[src/rtl/core/fcr_pkg.sv]
// Shared types and constants for the fully connected ReLU layer.
// Holds transaction structs, function codes, register indexes and defaults.
// No dependencies.
`default_nettype none

package fcr_pkg;

    localparam int IN_MAX_DEF     = 256;
    localparam int OUT_MAX_DEF    = 64;
    localparam int DATA_WIDTH_DEF = 24;
    localparam int FRAC_BITS_DEF  = 16;

    localparam int VALUE_W = 24;
    localparam int ROW_W   = 8;
    localparam int COL_W   = 6;
    localparam int INDEX_W = 6;
    localparam int FUNC_W  = 2;

    localparam int CFG_INDEX_W = 8;
    localparam int CFG_DATA_W  = 9;
    localparam int IN_CNT_W    = 9;
    localparam int OUT_CNT_W   = 7;

    localparam logic [FUNC_W-1:0] FUNC_LOAD_WEIGHT = 2'd0;
    localparam logic [FUNC_W-1:0] FUNC_LOAD_BIAS   = 2'd1;
    localparam logic [FUNC_W-1:0] FUNC_DATA        = 2'd2;

    localparam logic [CFG_INDEX_W-1:0] CFG_INPUT_COUNT  = 8'd0;
    localparam logic [CFG_INDEX_W-1:0] CFG_OUTPUT_COUNT = 8'd1;

    localparam logic [IN_CNT_W-1:0]  INPUT_COUNT_RST  = 9'd256;
    localparam logic [OUT_CNT_W-1:0] OUTPUT_COUNT_RST = 7'd64;

    typedef struct packed {
        logic [FUNC_W-1:0]         func;
        logic [ROW_W-1:0]          row;
        logic [COL_W-1:0]          col;
        logic signed [VALUE_W-1:0] value;
    } in_item_t;

    typedef struct packed {
        logic signed [VALUE_W-1:0] result_value;
        logic [INDEX_W-1:0]        neuron_index;
        logic                      last;
    } out_item_t;

    typedef struct packed {
        logic load_weight;
        logic load_bias;
        logic take_data;
        logic mac_issue;
        logic first;
        logic out_load;
        logic out_last;
    } fcr_cmd_t;

endpackage

`default_nettype wire

[src/rtl/core/fcr_ctrl.sv]
// Controller for the fully connected ReLU layer: sequencing, counters, config.
// Depends on fcr_pkg; drives fcr_datapath through fcr_cmd_t.
`default_nettype none

module fcr_ctrl #(
    parameter int IN_MAX  = fcr_pkg::IN_MAX_DEF,
    parameter int OUT_MAX = fcr_pkg::OUT_MAX_DEF,
    parameter int RW      = (IN_MAX > 1) ? $clog2(IN_MAX) : 1,
    parameter int CW      = (OUT_MAX > 1) ? $clog2(OUT_MAX) : 1
) (
    input  wire logic                                 aclk,
    input  wire logic                                 aresetn,
    input  wire logic                                 s_valid,
    output logic                                      s_ready,
    input  wire logic [fcr_pkg::FUNC_W-1:0]           s_func,
    input  wire logic                                 cfg_valid,
    output logic                                      cfg_ready,
    input  wire logic [fcr_pkg::CFG_INDEX_W-1:0]      cfg_index,
    input  wire logic [fcr_pkg::CFG_DATA_W-1:0]       cfg_data,
    input  wire logic                                 out_taken,
    output fcr_pkg::fcr_cmd_t                         cmd,
    output logic [RW-1:0]                             mac_row,
    output logic [CW-1:0]                             idx
);

    localparam int EW = RW + 1;
    localparam int OW = CW + 1;

    localparam logic [2:0] ST_IDLE      = 3'd0;
    localparam logic [2:0] ST_MAC       = 3'd1;
    localparam logic [2:0] ST_DRAIN0    = 3'd2;
    localparam logic [2:0] ST_DRAIN1    = 3'd3;
    localparam logic [2:0] ST_EMIT_RD   = 3'd4;
    localparam logic [2:0] ST_EMIT_CALC = 3'd5;
    localparam logic [2:0] ST_EMIT_WAIT = 3'd6;

    logic [2:0]                        state_reg, state_next;
    logic [CW-1:0]                     idx_reg, idx_next;
    logic [RW-1:0]                     ec_reg, ec_next;
    logic                              first_reg, first_next;
    logic [fcr_pkg::IN_CNT_W-1:0]      icnt_reg;
    logic [fcr_pkg::OUT_CNT_W-1:0]     ocnt_reg;

    logic [EW-1:0] eff_in;
    logic [OW-1:0] eff_out;
    logic [EW-1:0] ec_plus;
    logic          idx_last;
    logic          accept;

    always_comb begin
        if (icnt_reg == '0) begin
            eff_in = EW'(1);
        end else if (32'(icnt_reg) > IN_MAX) begin
            eff_in = EW'(IN_MAX);
        end else begin
            eff_in = EW'(icnt_reg);
        end
        if (ocnt_reg == '0) begin
            eff_out = OW'(1);
        end else if (32'(ocnt_reg) > OUT_MAX) begin
            eff_out = OW'(OUT_MAX);
        end else begin
            eff_out = OW'(ocnt_reg);
        end
    end

    assign ec_plus  = {1'b0, ec_reg} + EW'(1);
    assign idx_last = (({1'b0, idx_reg} + OW'(1)) == eff_out);
    assign s_ready  = (state_reg == ST_IDLE);
    assign accept   = s_valid && s_ready;
    assign cfg_ready = 1'b1;

    always_comb begin
        state_next = state_reg;
        idx_next   = idx_reg;
        ec_next    = ec_reg;
        first_next = first_reg;
        unique case (state_reg)
            ST_IDLE: begin
                if (accept && s_func == fcr_pkg::FUNC_DATA) begin
                    first_next = (ec_reg == '0);
                    idx_next   = '0;
                    state_next = ST_MAC;
                end
            end
            ST_MAC: begin
                if (idx_last) begin
                    idx_next   = '0;
                    state_next = ST_DRAIN0;
                end else begin
                    idx_next = idx_reg + CW'(1);
                end
            end
            ST_DRAIN0: begin
                state_next = ST_DRAIN1;
            end
            ST_DRAIN1: begin
                if (ec_plus >= eff_in) begin
                    ec_next    = '0;
                    state_next = ST_EMIT_RD;
                end else begin
                    ec_next    = ec_plus[RW-1:0];
                    state_next = ST_IDLE;
                end
            end
            ST_EMIT_RD: begin
                state_next = ST_EMIT_CALC;
            end
            ST_EMIT_CALC: begin
                state_next = ST_EMIT_WAIT;
            end
            ST_EMIT_WAIT: begin
                if (out_taken) begin
                    if (idx_last) begin
                        idx_next   = '0;
                        state_next = ST_IDLE;
                    end else begin
                        idx_next   = idx_reg + CW'(1);
                        state_next = ST_EMIT_RD;
                    end
                end
            end
            default: begin
                state_next = ST_IDLE;
            end
        endcase
    end

    always_ff @(posedge aclk) begin
        if (!aresetn) begin
            state_reg <= ST_IDLE;
            idx_reg   <= '0;
            ec_reg    <= '0;
            first_reg <= 1'b0;
            icnt_reg  <= fcr_pkg::INPUT_COUNT_RST;
            ocnt_reg  <= fcr_pkg::OUTPUT_COUNT_RST;
        end else begin
            state_reg <= state_next;
            idx_reg   <= idx_next;
            ec_reg    <= ec_next;
            first_reg <= first_next;
            if (cfg_valid && cfg_ready) begin
                if (cfg_index == fcr_pkg::CFG_INPUT_COUNT) begin
                    icnt_reg <= cfg_data[fcr_pkg::IN_CNT_W-1:0];
                end else if (cfg_index == fcr_pkg::CFG_OUTPUT_COUNT) begin
                    ocnt_reg <= cfg_data[fcr_pkg::OUT_CNT_W-1:0];
                end
            end
        end
    end

    always_comb begin
        cmd.load_weight = accept && (s_func == fcr_pkg::FUNC_LOAD_WEIGHT);
        cmd.load_bias   = accept && (s_func == fcr_pkg::FUNC_LOAD_BIAS);
        cmd.take_data   = accept && (s_func == fcr_pkg::FUNC_DATA);
        cmd.mac_issue   = (state_reg == ST_MAC);
        cmd.first       = first_reg;
        cmd.out_load    = (state_reg == ST_EMIT_CALC);
        cmd.out_last    = idx_last;
    end

    assign mac_row = ec_reg;
    assign idx     = idx_reg;

endmodule

`default_nettype wire

[config.mk]
export PLATFORM = sky130hd
export DESIGN_NAME = fcr_ctrl
export DESIGN_NICKNAME = d
export VERILOG_FILES = /design/src/rtl/core/fcr_pkg.sv /design/src/rtl/core/fcr_ctrl.sv
export SDC_FILE = /design/constraint.sdc
export NUM_CORES = 1
export LEC_CHECK = 0
export CELL_PAD_IN_SITES_DETAIL_PLACEMENT = 1
export CELL_PAD_IN_SITES_GLOBAL_PLACEMENT = 1
export CORE_MARGIN = 2
export CORE_UTILIZATION = 30
export DETAILED_ROUTE_END_ITERATION = 12
export DONT_BUFFER_PORTS = 1
export PLACE_DENSITY = 0.62
export REMOVE_ABC_BUFFERS = 1
export SLEW_MARGIN = 20
export SYNTH_ARGS = -nofsm -noshare
export SYNTH_HDL_FRONTEND = slang
export SYNTH_SLANG_ARGS = --single-unit
[constraint.sdc]
create_clock -name aclk -period 4.9 [get_ports aclk]
set_input_delay 1.47 -clock aclk [delete_from_list [all_inputs] [get_ports aclk]]
set_output_delay 1.47 -clock aclk [all_outputs]
set_load 0.01 [all_outputs]
# Word level (Yosys, flattened, before mapping)
# Cells that the tools add are included.
# word_totals
latchBits,0
wordCells,57
ramBits,0
output_inout_bits,23
in_bits,24
mem_count,0
rom_bits,0
reg_bits,34
# op_classes
multipliers,0
magnitude_cmp,3
muxes,15
div_mod_pow,0
addsub,3
n_reduce_logical,16
bitwise_logic,1
n_eq_ne,13
n_shift,0
# op_table
cell,count
$pmux W3 S7,1
$mux W6,3
$mux W9,2
$pmux W6 S3,1
$logic_not A8 Y1,2
$mux W3,5
$mux W7,2
$add A8 B1 Y9 const B,1
$eq A3 B3 Y1 const B,3
$ge A9 B9 Y1,1
$gt A9 B9 Y1 const B,1
$logic_not A9 Y1,1
$reduce_and A3 Y1,3
$eq A8 B1 Y1 const B,1
$mux W8,1
$add A6 B1 Y7 const B,1
$eq A7 B7 Y1,1
$gt A7 B7 Y1 const B,1
$logic_not A7 Y1,1
$add A6 B1 Y6 const B,1
$eq A3 B2 Y1 const B,2
$logic_and A1 B1 Y1,4
$ne A2 B1 Y1 const B,2
$reduce_and A2 Y1,2
other kinds (8),8

# Logic depth before layout (Yosys ltp)
# logic_depth
depth_word,7
mapped_depth,11
mapped_depth_nobuf,11

# Worst setup path before layout
# No wires, ideal clock.
# synth_timing
path_type,register to output
start,register idx_reg[0] (netlist: idx[0])
end,output cmd[0] (netlist bit)
path_stages_with_launch,8
t_arrival_ns,2.011
n_path_buf,1
t_required_ns,3.430
path_slack_ns,1.419
cell_sequence,dfxtp_1 > ha_1 > and3_1 > nand4_1 > a2bb2oi_1 > or4b_4 > nor2_2 > buf_4
# synth_between
elab_chain_len,2
# synth_rtl
item,line,rtl
from (decl),fcr_ctrl.sv:38,"logic [CW-1:0] idx_reg, idx_next;"
from (signal assigned),fcr_ctrl.sv:139,idx_reg <= idx_next;
$add A6 B1 Y7,fcr_ctrl.sv:68,"assign idx_last = (({1'b0, idx_reg} + OW'(1)) == eff_out);"
$eq A7 B7 Y1,fcr_ctrl.sv:68,
to (decl),fcr_ctrl.sv:21,"output fcr_pkg::fcr_cmd_t cmd,"
# Every way passes these cells.

==> qor.yml <==
synth-seq-area-share_pct: 30.5
grt_pass1_vias: 1982
cts_root_buf: "clkbuf_8"
cts_tree: "yes"
worst_hold_path_type: "register to register"
power_frac_seq_pct: 44.9
clk_pin_slew_ps: 80
cts_sinks: 34
reg2regPathDepth: 11
fin_area_sq_um: 2430
cts_setup_buffers: 0
crit_start: "idx[0]"
hold_start: "icnt_reg[0]"
synth_edf_count: 0
crit_type: "register to primary output"
postRouteAntennaNets: 0
avgSynthCellArea_sq_um: 8.13
dp_hpwl_um: 4380
cts-buffers-inserted: 5
critPathRequiredTime_ps: 3430
finalClockSkew_ps: 6.41
place.gp.congestion: 0.770
rrSetupSlack_ps: 1730
htreeDepth: 2
p_leak_nw: 0.905
postPlaceCellArea_sq_um: 2290
largest_register_ffs: 9
ys_warn_count: 0
slew_violations: 0
period_minus_slack_ps: 4010
cts_buffer_depth: 2
die_h_um: 90.2
fillCellCount: 892
yosysUniqueCellTypes: 56
synth-async-reset-ratio_pct: 0
dr.pass1.iters: 4
drive_above_1_share_pct: 6.69
slowest_stage: "dfxtp_1"
worst-path-buf-inv: 0
cp_max_fo: 9
coreArea_sq_um: 7210
drtIter0Drc: 54
hold_viol: 0
syn_to_final_growth_pct: 8.98
cts_hold_buf: 0
setup_violations: 0
hold_path_depth: 2
yosys_most_used_dff: "dfxtp_1"
worstMarginPinSlew_ps: 919
grt_pass1_wl_um: 10200
timing.rr.end: "state_reg[2]"
avgRoutedWirePerCell_um: 16.4
fmax_mhz: 249
fin_crit_sh_pct: 81.8
grtUsageTotal_pct: 15.4
cap_violations: 0
path_delay_family: "simple AND/OR/NAND/NOR gates"
switching_share_pct: 22.1
syn_inst: 274
port_buffers: 0
multi_input_area_sq_um: 1450
grt_max_degree: 30
avgViaCountPerCell: 5.28
row_count: 31
ios: 47
chipWidth_um: 90.2
slowest_delay_ps: 530
num-nets-final: 304
ys_ff_latch: 34
cp-start-kind: "register"
p_int_w: 0.000490
grt.overflow.total: 0
power_density_nw_per_um2: 259
slew_headroom_pct: 38.7
num_vias: 1943
grt_antenna_before_repair: 0
start_util_pct: 30.9
syn_area_sq_um: 2230
power_switching_w: 0.000139
final_cell_mix: "34 x dfxtp_1, 32 x nand2_1, 24 x nor2_1, 19 x a21oi_1, 16 x mux2i_1"
clk_latency_ps: 300
power_frac_comb_pct: 3.6
power_frac_clock_pct: 51.5
peakVddDrop_v: 0.000145
setup-tns-final_ps: 0
crit_chain: "ha_1, and3_1, nand4_1, a2bb2oi_1, or4b_4, nor2_2"
cp-end-kind: "primary output"
timing.rr.start: "mac_row[0]"
cts_resized: 0
cp.arrival_ps: 2540
rsz0062_at_grt: "false"
final_common_cell: "dfxtp_1"
diodes: 0
hold_path_end: "icnt_reg[0]"
seq_area_sq_um: 681
totalWireLength_um: 6050
drc: 0
status: "complete, no violations"
design.die.area_sq_um: 8130
-- power groups by stage --
stage / registers, W / logic [W] / clock network, W
4_1_cts: 0.000282 / 0.0000229 / 0.000332
2_1_floorplan: 0.000287 / 0.0000175 / 0
3_5_place_dp: 0.000289 / 0.0000226 / 0
5_1_grt: 0.000283 / 0.0000254 / 0.000346
6_report: 0.000282 / 0.0000224 / 0.000324
3_3_place_gp: 0.000288 / 0.0000224 / 0
-- Yosys cell counts (all sizes together) (2+ instances only) --
master | count | area (sq um)
a31oi | 2 | 12.5
ha | 12 | 150
nor4b | 5 | 50.0
a21o | 3 | 22.5
o221ai | 5 | 43.8
or4 | 3 | 22.5
dfxtp | 34 | 681
xor2 | 2 | 17.5
nor4 | 3 | 18.8
o21a | 4 | 30.0
clkbuf | 8 | 30.0
nand4b | 2 | 17.5
buf | 5 | 31.3
and3b | 2 | 17.5
xnor2 | 8 | 70.1
inv | 8 | 30.0
and2 | 2 | 12.5
o211ai | 3 | 27.5
or2 | 3 | 18.8
nor3 | 4 | 20.0
and3 | 5 | 31.3
a21oi | 19 | 95.1
nand3b | 3 | 22.5
o22ai | 3 | 18.8
a21boi | 2 | 15.0
mux2i | 16 | 160
nand4 | 2 | 12.5
nor2b | 3 | 18.8
o21ai | 10 | 50.1
nor2 | 26 | 103
nand3 | 10 | 50.1
or3 | 3 | 18.8
nand2 | 32 | 120
nand2b | 6 | 37.5
-- area by class of cell --
type                       instances  area share, %
clock inverter                     3           2.83
multi-input combinational        218           59.8
inverter                           9           1.39
tap                               99           5.10
clock buffer                       5           2.83
sequential                        34           28.0
-- per-stage QoR --
step | cells | setup WS (ps) | hold slack [ps] | utilization [%] | total power (W)
floorplan | 261 | 1500 | 461 | - | 0.000305
global placement | 360 | 1290 | 492 | 31.8 | 0.000311
detailed placement | 360 | 1220 | 500 | 31.8 | 0.000311
CTS | 368 | 859 | 520 | 33.7 | 0.000637
global route | 368 | 697 | 561 | 33.7 | 0.000654
finish | 368 | 890 | 508 | 33.7 | 0.000628
-- routing by layer --
layer	track usage [%]	wire length, um	share of wire (%)	up-vias
met5	0	0	0	-
met4	5.38	51	0.84	0
met3	4.95	380	6.3	4
met2	23.4	2630	43	39
met1	20.6	2990	49	929
li1	-	-	-	971
-- worst register-to-register path, stage by stage, from the launching register on --
cell	delay [ps]
dfxtp_1	480
ha_1	270
nand3_1	170
or2_2	390
xnor2_1	140
ha_1	320
and4_1	170
o21ai_0	60
o221ai_1	160
a21oi_1	560
o21ai_0	160
o21a_1	190
-- worst max-delay path by stage --
stage                        end  slack, ps  depth (start not counted)
final                     cmd[0]        890                          6
after global routing      cmd[0]        700                          6
after CTS                 cmd[0]        860                          5
after detailed placement  cmd[0]       1220                          6
after global placement    cmd[0]       1290                          6
after floorplan           cmd[0]       1500                          6
-- cell families after synthesis --
| logic type | count (synthesis) | synth area share [%] |
|---|---|---|
| and+or+nand+nor | 119 | 28.7 |
| AOI/OAI and AO/OA | 58 | 17.0 |
| DFF | 34 | 30.5 |
| buffers and inverters | 22 | 4.27 |
| muxes | 17 | 7.69 |
| adders and majority gates | 12 | 6.74 |
| xor gates and xnor gates | 11 | 4.94 |
| other | 1 | 0.168 |
Note: power is estimated with default switching activity, not from simulation.
